===== src/rtl/core/ffba_pkg.sv =====
// ----------------------------------------------------------------------------
// ffba_pkg
// Shared types and constants of the first-fit bump arena allocator: table
// geometry, field widths, status codes, controller states and the table
// access request.
// ----------------------------------------------------------------------------
package ffba_pkg;

  // Table geometry
  localparam int unsigned MaxBlocks = 16;
  localparam int unsigned IdxW      = (MaxBlocks > 1) ? $clog2(MaxBlocks) : 1;
  localparam int unsigned CntW      = $clog2(MaxBlocks + 1);

  // Field widths
  localparam int unsigned SizeW     = 24;
  localparam int unsigned CapW      = 25;
  localparam int unsigned BlkIdxW   = 4;

  // Capacity used when the base register holds zero
  localparam logic [CapW-1:0] DefaultBase = CapW'(4096);

  // Result status codes
  typedef enum logic [1:0] {
    STATUS_OK   = 2'd0,
    STATUS_ZERO = 2'd1,
    STATUS_FULL = 2'd2
  } status_e;

  // Controller states
  typedef enum logic [2:0] {
    ST_IDLE,
    ST_SCAN,
    ST_GROW,
    ST_CLEAR,
    ST_FINISH
  } state_e;

  // One cycle of accesses to the block table
  typedef struct packed {
    logic            rd_en;
    logic [IdxW-1:0] rd_addr;
    logic            cap_we;
    logic            used_we;
    logic [IdxW-1:0] wr_addr;
    logic [CapW-1:0] cap_wdata;
    logic [CapW-1:0] used_wdata;
  } tbl_req_t;

endpackage


===== src/rtl/core/ffba_table.sv =====
// ----------------------------------------------------------------------------
// ffba_table
// Block table: capacity and bump offset of each arena block, held in two
// synchronous memories sharing one read address and one write address.
// Read data is registered and only updates on a read enable.
// ----------------------------------------------------------------------------
module ffba_table (
  input  logic                           clk_i,
  input  ffba_pkg::tbl_req_t             req_i,
  output logic [ffba_pkg::CapW-1:0]      cap_o,
  output logic [ffba_pkg::CapW-1:0]      used_o
);

  logic [ffba_pkg::CapW-1:0] cap_mem  [ffba_pkg::MaxBlocks];
  logic [ffba_pkg::CapW-1:0] used_mem [ffba_pkg::MaxBlocks];
  logic [ffba_pkg::CapW-1:0] cap_rdata_q;
  logic [ffba_pkg::CapW-1:0] used_rdata_q;

  // Write capacities
  always_ff @(posedge clk_i) begin
    if (req_i.cap_we) begin
      cap_mem[req_i.wr_addr] <= req_i.cap_wdata;
    end
  end

  // Write offsets
  always_ff @(posedge clk_i) begin
    if (req_i.used_we) begin
      used_mem[req_i.wr_addr] <= req_i.used_wdata;
    end
  end

  // Read both entries of one block
  always_ff @(posedge clk_i) begin
    if (req_i.rd_en) begin
      cap_rdata_q  <= cap_mem[req_i.rd_addr];
      used_rdata_q <= used_mem[req_i.rd_addr];
    end
  end

  assign cap_o  = cap_rdata_q;
  assign used_o = used_rdata_q;

endmodule


===== src/rtl/core/first_fit_bump_arena_allocator_core.sv =====
// ----------------------------------------------------------------------------
// first_fit_bump_arena_allocator_core
// Bump arena allocator with a first-fit search over a table of blocks.
// ----------------------------------------------------------------------------
// Usage:
//   A request (kind, request_size) is taken on in_valid_i & in_ready_o and
//   gives exactly one result (status, block_index, byte_offset, new_block)
//   on out_valid_o & out_ready_i. One request is processed at a time; the
//   next is taken the cycle after its result is loaded.
//   Allocate: size rounded up to 8 bytes, blocks read one per cycle from
//   index 0; the first with room serves it. Failing that a new block is
//   appended, its capacity doubled from the base size one step per cycle;
//   a full table gives status FULL and a zero size status ZERO.
//   Reset request: offsets of all existing blocks cleared, one per cycle.
//   The single read port of the block table sets the scan rate.
// Reset: no blocks, base size 4096. The table memories are not cleared;
//   only entries below the block count are ever read.
// Stall: the result is held in an output register; the next request is
//   accepted while it waits, but no new result is loaded until it is taken.
// base_block_size is written with cfg_we_i; the user must write it only
//   while no request is in flight, as the block itself does not enforce it.
// ----------------------------------------------------------------------------
module first_fit_bump_arena_allocator_core (
  input  logic                          clk_i,
  input  logic                          rst_ni,
  // Configuration
  input  logic                          cfg_we_i,
  input  logic [ffba_pkg::CapW-1:0]     cfg_wdata_i,
  // Request channel
  input  logic                          in_valid_i,
  output logic                          in_ready_o,
  input  logic                          kind_i,
  input  logic [ffba_pkg::SizeW-1:0]    request_size_i,
  // Result channel
  output logic                          out_valid_o,
  input  logic                          out_ready_i,
  output logic [1:0]                    status_o,
  output logic [ffba_pkg::BlkIdxW-1:0]  block_index_o,
  output logic [ffba_pkg::CapW-1:0]     byte_offset_o,
  output logic                          new_block_o
);

  ffba_pkg::state_e                 state_q, state_d;
  logic [ffba_pkg::CapW-1:0]        base_q;
  logic [ffba_pkg::CntW-1:0]        count_q, count_d;
  logic [ffba_pkg::CntW-1:0]        idx_q, idx_d;
  logic                             chk_valid_q, chk_valid_d;
  logic [ffba_pkg::IdxW-1:0]        chk_idx_q, chk_idx_d;
  logic [ffba_pkg::CapW-1:0]        size_q, size_d;
  logic [ffba_pkg::CapW-1:0]        cap_q, cap_d;

  // Pending result
  ffba_pkg::status_e                res_status_q, res_status_d;
  logic [ffba_pkg::BlkIdxW-1:0]     res_idx_q, res_idx_d;
  logic [ffba_pkg::CapW-1:0]        res_off_q, res_off_d;
  logic                             res_nb_q, res_nb_d;

  // Output register
  logic                             out_valid_q, out_valid_d;
  logic                             out_load;
  logic [1:0]                       out_status_q;
  logic [ffba_pkg::BlkIdxW-1:0]     out_idx_q;
  logic [ffba_pkg::CapW-1:0]        out_off_q;
  logic                             out_nb_q;

  ffba_pkg::tbl_req_t               tbl_req;
  logic [ffba_pkg::CapW-1:0]        rd_cap;
  logic [ffba_pkg::CapW-1:0]        rd_used;
  logic [ffba_pkg::CapW-1:0]        room;
  logic [ffba_pkg::CapW-1:0]        eff_base;
  logic [ffba_pkg::CapW-1:0]        size_round;
  logic                             in_accept;
  logic                             fits;

  ffba_table u_table (
    .clk_i  (clk_i),
    .req_i  (tbl_req),
    .cap_o  (rd_cap),
    .used_o (rd_used)
  );

  // Round the request size up to a multiple of 8
  assign size_round = (ffba_pkg::CapW'(request_size_i) + ffba_pkg::CapW'(7))
                      & ~ffba_pkg::CapW'(7);
  assign eff_base   = (base_q == '0) ? ffba_pkg::DefaultBase : base_q;
  assign room       = rd_cap - rd_used;
  assign fits       = chk_valid_q && (room >= size_q);
  assign in_ready_o = (state_q == ffba_pkg::ST_IDLE);
  assign in_accept  = in_valid_i && in_ready_o;

  // Hold the base block size
  always_ff @(posedge clk_i or negedge rst_ni) begin
    if (!rst_ni) begin
      base_q <= ffba_pkg::DefaultBase;
    end else if (cfg_we_i) begin
      base_q <= cfg_wdata_i;
    end
  end

  // Control state
  always_ff @(posedge clk_i or negedge rst_ni) begin
    if (!rst_ni) begin
      state_q     <= ffba_pkg::ST_IDLE;
      count_q     <= '0;
      chk_valid_q <= 1'b0;
      out_valid_q <= 1'b0;
    end else begin
      state_q     <= state_d;
      count_q     <= count_d;
      chk_valid_q <= chk_valid_d;
      out_valid_q <= out_valid_d;
    end
  end

  // Working and pending result registers
  always_ff @(posedge clk_i) begin
    idx_q        <= idx_d;
    chk_idx_q    <= chk_idx_d;
    size_q       <= size_d;
    cap_q        <= cap_d;
    res_status_q <= res_status_d;
    res_idx_q    <= res_idx_d;
    res_off_q    <= res_off_d;
    res_nb_q     <= res_nb_d;
  end

  // Output payload
  always_ff @(posedge clk_i) begin
    if (out_load) begin
      out_status_q <= res_status_q;
      out_idx_q    <= res_idx_q;
      out_off_q    <= res_off_q;
      out_nb_q     <= res_nb_q;
    end
  end

  // Next state, table accesses and results
  always_comb begin
    state_d      = state_q;
    count_d      = count_q;
    idx_d        = idx_q;
    chk_valid_d  = chk_valid_q;
    chk_idx_d    = chk_idx_q;
    size_d       = size_q;
    cap_d        = cap_q;
    res_status_d = res_status_q;
    res_idx_d    = res_idx_q;
    res_off_d    = res_off_q;
    res_nb_d     = res_nb_q;
    out_load     = 1'b0;
    out_valid_d  = out_valid_q && !out_ready_i;
    tbl_req      = '0;

    case (state_q)
      ffba_pkg::ST_IDLE: begin
        if (in_accept) begin
          size_d       = size_round;
          idx_d        = '0;
          chk_valid_d  = 1'b0;
          res_status_d = ffba_pkg::STATUS_OK;
          res_idx_d    = '0;
          res_off_d    = '0;
          res_nb_d     = 1'b0;
          if (kind_i) begin
            state_d = (count_q == '0) ? ffba_pkg::ST_FINISH : ffba_pkg::ST_CLEAR;
          end else if (request_size_i == '0) begin
            res_status_d = ffba_pkg::STATUS_ZERO;
            state_d      = ffba_pkg::ST_FINISH;
          end else begin
            state_d = ffba_pkg::ST_SCAN;
          end
        end
      end

      ffba_pkg::ST_SCAN: begin
        if (fits) begin
          // Bump the offset of the first block with room
          tbl_req.used_we    = 1'b1;
          tbl_req.wr_addr    = chk_idx_q;
          tbl_req.used_wdata = rd_used + size_q;
          res_idx_d          = ffba_pkg::BlkIdxW'(chk_idx_q);
          res_off_d          = rd_used;
          chk_valid_d        = 1'b0;
          state_d            = ffba_pkg::ST_FINISH;
        end else if (idx_q < count_q) begin
          // Advance the read to the next block
          tbl_req.rd_en   = 1'b1;
          tbl_req.rd_addr = idx_q[ffba_pkg::IdxW-1:0];
          chk_idx_d       = idx_q[ffba_pkg::IdxW-1:0];
          chk_valid_d     = 1'b1;
          idx_d           = idx_q + ffba_pkg::CntW'(1);
        end else if (chk_valid_q) begin
          chk_valid_d = 1'b0;
        end else if (count_q == ffba_pkg::CntW'(ffba_pkg::MaxBlocks)) begin
          res_status_d = ffba_pkg::STATUS_FULL;
          state_d      = ffba_pkg::ST_FINISH;
        end else begin
          cap_d   = eff_base;
          state_d = ffba_pkg::ST_GROW;
        end
      end

      ffba_pkg::ST_GROW: begin
        if (cap_q < size_q) begin
          cap_d = cap_q << 1;
        end else begin
          // Append the new block, its first allocation at offset zero
          tbl_req.cap_we     = 1'b1;
          tbl_req.used_we    = 1'b1;
          tbl_req.wr_addr    = count_q[ffba_pkg::IdxW-1:0];
          tbl_req.cap_wdata  = cap_q;
          tbl_req.used_wdata = size_q;
          res_idx_d          = ffba_pkg::BlkIdxW'(count_q);
          res_nb_d           = 1'b1;
          count_d            = count_q + ffba_pkg::CntW'(1);
          state_d            = ffba_pkg::ST_FINISH;
        end
      end

      ffba_pkg::ST_CLEAR: begin
        // Drop the offset of one block per cycle
        tbl_req.used_we    = 1'b1;
        tbl_req.wr_addr    = idx_q[ffba_pkg::IdxW-1:0];
        tbl_req.used_wdata = '0;
        idx_d              = idx_q + ffba_pkg::CntW'(1);
        if (idx_q + ffba_pkg::CntW'(1) == count_q) begin
          state_d = ffba_pkg::ST_FINISH;
        end
      end

      ffba_pkg::ST_FINISH: begin
        if (!out_valid_q || out_ready_i) begin
          out_load    = 1'b1;
          out_valid_d = 1'b1;
          state_d     = ffba_pkg::ST_IDLE;
        end
      end

      default: begin
        state_d = ffba_pkg::ST_IDLE;
      end
    endcase
  end

  assign out_valid_o   = out_valid_q;
  assign status_o      = out_status_q;
  assign block_index_o = out_idx_q;
  assign byte_offset_o = out_off_q;
  assign new_block_o   = out_nb_q;

endmodule

===== config.mk =====
export PLATFORM = sky130hd
export DESIGN_NAME = first_fit_bump_arena_allocator_core
export DESIGN_NICKNAME = d
export VERILOG_FILES = /design/src/rtl/core/ffba_pkg.sv /design/src/rtl/core/ffba_table.sv /design/src/rtl/core/first_fit_bump_arena_allocator_core.sv
export SDC_FILE = /design/constraint.sdc
export NUM_CORES = 1
export LEC_CHECK = 0
export ABC_CLOCK_PERIOD_IN_PS = 10600
export BUFFER_PORTS_ARGS = -buffer_cell sky130_fd_sc_hd__buf_2
export CAP_MARGIN = 10
export CORE_ASPECT_RATIO = 1.25
export CORE_MARGIN = 1.5
export CORE_UTILIZATION = 36
export CTS_BUF_LIST = sky130_fd_sc_hd__clkbuf_8
export DETAILED_ROUTE_END_ITERATION = 10
export GPL_TIMING_DRIVEN = 0
export SLEW_MARGIN = 0
export SYNTH_ARGS = -nofsm -noshare
export SYNTH_HDL_FRONTEND = slang
export SYNTH_SLANG_ARGS = --single-unit

===== constraint.sdc =====
create_clock -name clk_i -period 10.6 [get_ports clk_i]
set_input_delay 1.06 -clock clk_i [delete_from_list [all_inputs] [get_ports clk_i]]
set_output_delay 1.06 -clock clk_i [all_outputs]
set_load 0.005 [all_outputs]

# Yosys cells after proc, flatten, opt, wreduce, memory -nomap -nowiden
# Memories as Yosys holds them, arrays and structs flattened. A register that Yosys moved wholly into a read port is not among the register bits.
# Cells that the tools add are included.
[classes]
n_addsub = 5
n_lt_le_gt_ge = 3
n_eq_ne = 20
mux = 62
bitwise_logic = 2
n_reduce_logical = 26
[ops]
columns = ["cell", "n"]
rows = [
  ["$mux 25", 10],
  ["$pmux 25 s2", 3],
  ["$mux 56", 1],
  ["$mux 5", 7],
  ["$mux 3", 11],
  ["$pmux 5 s3", 2],
  ["$add 24x3->25 const B", 1],
  ["$add 25x25->25", 1],
  ["$ge 25x25->1", 1],
  ["$logic_not 25->1", 1],
  ["$lt 25x25->1", 1],
  ["$sub 25x25->25", 1],
  ["$logic_not 24->1", 1],
  ["$ne 2x2->1 const B", 11],
  ["$reduce_and 6->1", 3],
  ["$mux 1", 15],
  ["$pmux 3 s5", 1],
  ["$mux 4", 3],
  ["$pmux 4 s3", 1],
  ["$add 5x1->5 const B", 2],
  ["$mux 2", 5],
  ["$reduce_and 3->1", 3],
  ["$reduce_and 4->1", 2],
  ["$eq 3x2->1 const B", 2],
  ["18 further kinds", 29],
]
[totals]
regBits = 155
ram_bits = 800
inputBits = 55
out_inout_bits = 34
elab_cells = 137
n_memories = 2
[memory_table]
columns = ["memory", "depth", "word_bits", "rd", "rd_clocked_by_memory_dff", "wr", "line", "source"]
rows = [
  ["u_table.cap_mem", 16, 25, 1, 1, 1, "ffba_table.sv:14", "logic [ffba_pkg::CapW-1:0] cap_mem [ffba_pkg::MaxBlocks];"],
  ["u_table.used_mem", 16, 25, 1, 1, 1, "ffba_table.sv:15", "logic [ffba_pkg::CapW-1:0] used_mem [ffba_pkg::MaxBlocks];"],
]

# Longest topological paths before layout
[logic_depth]
word_depth = 7
mapped_depth = 26
depth_no_buf = 23

# By module
# From an unflattened synthesis, not the netlist that was laid out.
[unflattened]
cells_unflattened = 2225
hier_area_um2 = 41308.4
[by_module_without_submodules]
columns = ["mod", "instances", "cells_per_inst", "area_each_um2", "seq_area_each_um2"]
rows = [
  ["ffba_table", 1, 1319, 31506.5, 25524.5],
  ["first_fit_bump_arena_allocator_core", 1, 906, 9801.9, 4480.5],
]

# Worst setup path before layout
# No wires, ideal clock.
[synth_path]
kind = "reg2reg"
startpoint = "reg u_table.used_rdata_q, in the netlist u_table.used_o[1], read port of u_table.used_mem"
endpoint = "mem u_table.used_mem[0][0] in the netlist's numbering, enable pin"
setup_time_ps = 446
t_arrival_ps = 6613
required_time_ps = 10154
setup_slack_ps = 3542
path_stages_with_launch = 25
n_path_buf = 1
synth_period_minus_slack_ps = 7058
cell_sequence = "edfxtp_1 -> inv_1 -> ha_1 -> nor2b_1 -> o21a_1 -> o21a_1 -> o2111ai_1 -> a22oi_1 -> a211oi_1 -> nor3_1 -> a221oi_1 -> o21bai_1 -> xor2_1 -> ha_1 -> nand4_1 -> nor3_1 -> a21oi_1 -> nand2_1 -> o31a_1 -> o21ba_2 -> buf_4 -> nor2_1 -> a221oi_1 -> nand2_1 -> a211oi_1"
[synth_between]
elab_chain_cells = 7
[synth_rtl]
columns = ["item", "line", "source"]
rows = [
  ["start: declaration", "ffba_table.sv:17", "logic [ffba_pkg::CapW-1:0] used_rdata_q;"],
  ["$sub 25x25->25 *", "first_fit_bump_arena_allocator_core.sv:86", "assign room = rd_cap - rd_used;"],
  ["$ge 25x25->1 *", "first_fit_bump_arena_allocator_core.sv:87", "assign fits = chk_valid_q && (room >= size_q);"],
  ["$logic_and 1x1->1 *", "first_fit_bump_arena_allocator_core.sv:87", ""],
  ["$mux 5 *", "first_fit_bump_arena_allocator_core.sv:176", "if (fits) begin"],
  ["$pmux 5 s3 *", "first_fit_bump_arena_allocator_core.sv:154", "case (state_q)"],
  ["$mux 1", "ffba_table.sv:28", "if (req_i.used_we) begin"],
  ["$mux 1 (implied by the code)", "ffba_table.sv:29", "used_mem[req_i.wr_addr] <= req_i.used_wdata;"],
  ["end: declaration", "ffba_table.sv:15", ""],
]
# Mark *: on every way between the ends. The rest lies on a longest branch, timed or not.

# Worst setup path after layout
[layout_path]
startpoint = "reg u_table.used_rdata_q, in the netlist u_table.used_o[1], read port of u_table.used_mem"
endpoint = "mem u_table.cap_mem[2][17] in the netlist's numbering, enable pin"
[layout_between]
elab_chain_cells = 5
[layout_rtl]
columns = ["item", "line"]
rows = [
  ["$sub 25x25->25", "first_fit_bump_arena_allocator_core.sv:86"],
  ["$ge 25x25->1", "first_fit_bump_arena_allocator_core.sv:87"],
  ["$logic_and 1x1->1", "first_fit_bump_arena_allocator_core.sv:87"],
  ["$mux 5", "first_fit_bump_arena_allocator_core.sv:176"],
  ["$pmux 5 s3", "first_fit_bump_arena_allocator_core.sv:154"],
  ["end: declaration", "ffba_table.sv:14"],
]
# No other way between the ends.

==> summary by stage <==
STA
The slew at the pin closest to its max-slew limit is 1.26 ns. The timing-limited maximum frequency is 0.129 GHz. The setup slack after layout is 2.86 ns. On the final layout, the worst clock skew is 0.0367 ns.

The clock period minus worst slack is 7.74 ns. The max-slew violation total from the final report is 0. Setup repair after global routing left no endpoint under its margin. Summed over all failing endpoints, the final setup total negative slack is 0 ns. After layout, the worst path uses 73.1% of the clock period. The count of final hold-check violations is 0.

The relative slew slack is 15.7%. The total of endpoints with negative setup slack in the final report is 0.

Worst setup path
The path type of the worst setup path is register to register. The worst setup path is captured at a register. The peak fanout along the critical path is 15.

The required time of the worst setup path is 11.11 ns. The critical path launch point type is a register. Data on the critical path arrives at its endpoint at 8.25 ns.

Floorplan
The row count is 138. The horizontal extent of the die is 305 um. Measured along the y axis, the die boundary spans 381 um. The overall die area is 116,000 um2.

The core region is 113,000 um2. The initial cell density of the core is 36.3%. The I/O pin count is 89.

Yosys
The proportion of register bits with asynchronous set or reset after synthesis is 3.48%. The area share of the largest cell type after synthesis is 70.8%. For this run, the number of Yosys warnings is 0. The combined area of all synthesized cells is 41,200 um2. By instance count, the leading cell after synthesis is edfxtp_1. The unique cell type count in the Yosys netlist is 69.

The biggest area contributor in the post-synthesis netlist is edfxtp_1. Counting flops with a built-in enable in the synthesized netlist gives 970. The instance count of the mapped netlist is 2,673. Ranked by instance count, the synthesized netlist is headed by 970 x edfxtp_1, 192 x nor2_1, 145 x o221ai_1. Counting every net in the synthesized netlist gives 2,825. In this run the mean area of a mapped cell was 15.4 um2. By area the synthesized netlist is led by edfxtp_1 71%, o221ai_1 3.1%, ha_1 2.9%. Among all flip-flop cells after synthesis, the most frequent one is edfxtp_1. The portion of the post-synthesis area used by sequential elements is 72.9%. The number of register bits inferred by synthesis is 1,005.

Power and ir drop
The leakage power is 15.8 nW. The power density normalized to cell area is 246 nW/um2. VDD sags by at most 145 uV.

Drt
The detailed-route DRC error count is 0. The number of nets still failing antenna checks after routing is 0. The routed wire length per instance is 25.7 um.

For this block, the via count after detailed routing is 25,300. The violation count after the first detailed-routing iteration is 2,438. The average vias per placed instance is 5.57. The pre-antenna-repair detailed-routing pass consisted of 6 iterations. The total detailed-routing wirelength is 116,000 um.

Clock tree
TritonCTS created 153 clock buffers. Gates resized during post-CTS repair numbered 0. The maximum level of the CTS H-tree is 4. The clock net in this run drives a total of 1,005 sinks. In this run the deepest clock path goes through 3 buffers.

The count of buffers added by post-CTS timing repair for setup is 0. The CTS tree is done. The post-cts hold buffer count is 0. The clock transition at the register clock pins on the worst setup and hold paths after CTS is 0.06 ns.

The clock tree root buffer cell is clkbuf_8. The later pin in the worst-skew pair is clocked with a latency of 0.83 ns.

Layout
Cells with a size suffix above 1 make up 15.9% of the layout. Compared with the post-synthesis result, the final layout area differs by 14.5%. Summing all non-filler instances in the final layout gives an area of 47,100 um2.

The net total in the final layout is 3,096.

Global routing
The first-pass GRT wire length is 169,000 um. The total routing usage reported by global routing is 19.8%. After global routing the overflow that remains totals 0. The number of antenna violations at the first check in global routing is 3.

Entering global routing, the biggest net connects 52 pins. The via count of the first global-routing pass was 25,400.

Status
The flow ran to the end, and the final reports show no timing, DRC or antenna violations.

Placement
At the placement stage, the worst setup path has a slack of 3.03 ns. Once placement finished, the instance area stood at 44,200 um2. The routability congestion estimate is 0.893. Detailed placement finished with a half-perimeter wire length of 81,800 um. The port buffer count is 87.

Job
The reported max-cap violation count is 0.

Worst hold path
The path category of the worst min-delay check is input port to async pin.
cell families after synthesis:
logic type | share of synthesized area, %
fa+ha+maj | 2.97
simple gates | 4.62
compound gates | 12.5
flops | 72.9
xor+xnor | 1.36
mux | 3.46
buf+inv | 2.16
final timing paths:
check | start | end | slack [ns] | cells after the start
worst max-delay path | u_table.used_o[1] | u_table.cap_mem[2][17] | 2.86 | 25
worst max register to register | u_table.used_o[1] | u_table.cap_mem[2][17] | 2.86 | 25
min in group clk_i | res_off_q[12] | byte_offset_o[12] | 0.42 | 0
worst min register to register | res_off_q[12] | byte_offset_o[12] | 0.42 | 0
worst min-delay path | rst_ni | base_q[2] | 0.34 | 1
max in group asynchronous | rst_ni | base_q[16] | 9.76 | 1
placed cells by master, fill, tap and decap left out, drive strengths merged, types with 51 or more instances in the layout:
master,n
a21oi,128
edfxtp,970
nand2,54
o221ai,145
nor2,192
mux2,81
clkbuf,263
o21ai,128
buf,165
inv,118
mux2i,51
ha,96
o22ai,116
clkinv,53
flip-flops by register name, indices dropped and copies added, names as in the netlist, 5 cells and up:
signal	count
base_q	25
byte_offset_o	25
cap_q	25
count_q	5
idx_q	5
res_off_q	25
size_q	22
u_table.cap_mem	400
u_table.cap_o	25
u_table.used_mem	400
u_table.used_o	25
metrics by stage:
stage / total power [W] / utilization, % / hold slack, ns / instances
floorplan: 0.00720 / - / 0.400 / 2673
global placement: 0.00845 / 38.3 / 0.403 / 4230
detailed placement: 0.00860 / 39.0 / 0.405 / 4254
CTS: 0.0116 / 41.5 / 0.302 / 4528
global route: 0.0121 / 41.6 / 0.377 / 4534
finish: 0.0116 / 41.6 / 0.339 / 4535
metal layers:
layer  vias to the layer above  wire (um)  part of all wire [%]  global-route usage [%]
met5                         -          0                     0                       0
li1                      11300          -                     -                       -
met4                         0       5730                   4.9                    10.4
met3                       241       6980                   6.0                    3.60
met1                     12800      45500                    39                    24.0
met2                       909      58200                    50                    33.7
power by group:
group / switching (W) / internal (W) / leakage, nW / total, W
clock network: 0.00152 / 0.00152 / 1.61 / 0.00304
logic: 0.00225 / 0.00103 / 4.86 / 0.00328
registers: 0.000216 / 0.00505 / 9.37 / 0.00527
total: 0.00399 / 0.00760 / 15.8 / 0.0116
critical path, stage by stage (launching register included):
cell	delay, ns
edfxtp_1	0.36
inv_1	0.21
ha_1	0.29
nor2b_1	0.15
o21a_1	0.20
o21a_1	0.22
o2111ai_1	0.41
a22oi_1	0.27
a211oi_1	0.27
nor3_1	0.14
a221oi_1	0.52
o21bai_1	0.14
xor2_1	0.17
ha_1	0.30
nand4_1	0.15
nor3_1	0.34
a21oi_1	0.12
nand2_1	0.09
o31a_1	0.16
o21ba_2	0.19
buf_4	0.19
nor2_1	0.72
a221o_1	0.36
nand3_1	0.35
nor2_2	0.83
buf_16	0.23
cell type report:
cell class / count / area, um2
fill: 10400 / 66100
inverter: 67 / 251
multi-input combinational: 1447 / 10600
antenna: 2 / 5.00
sequential: 1005 / 30000
tap: 1470 / 1840
clock buffer: 158 / 2170
timing repair buffer: 116 / 942
clock inverter: 116 / 672
buffer: 154 / 643
Note: power is estimated with default switching activity, not from simulation.
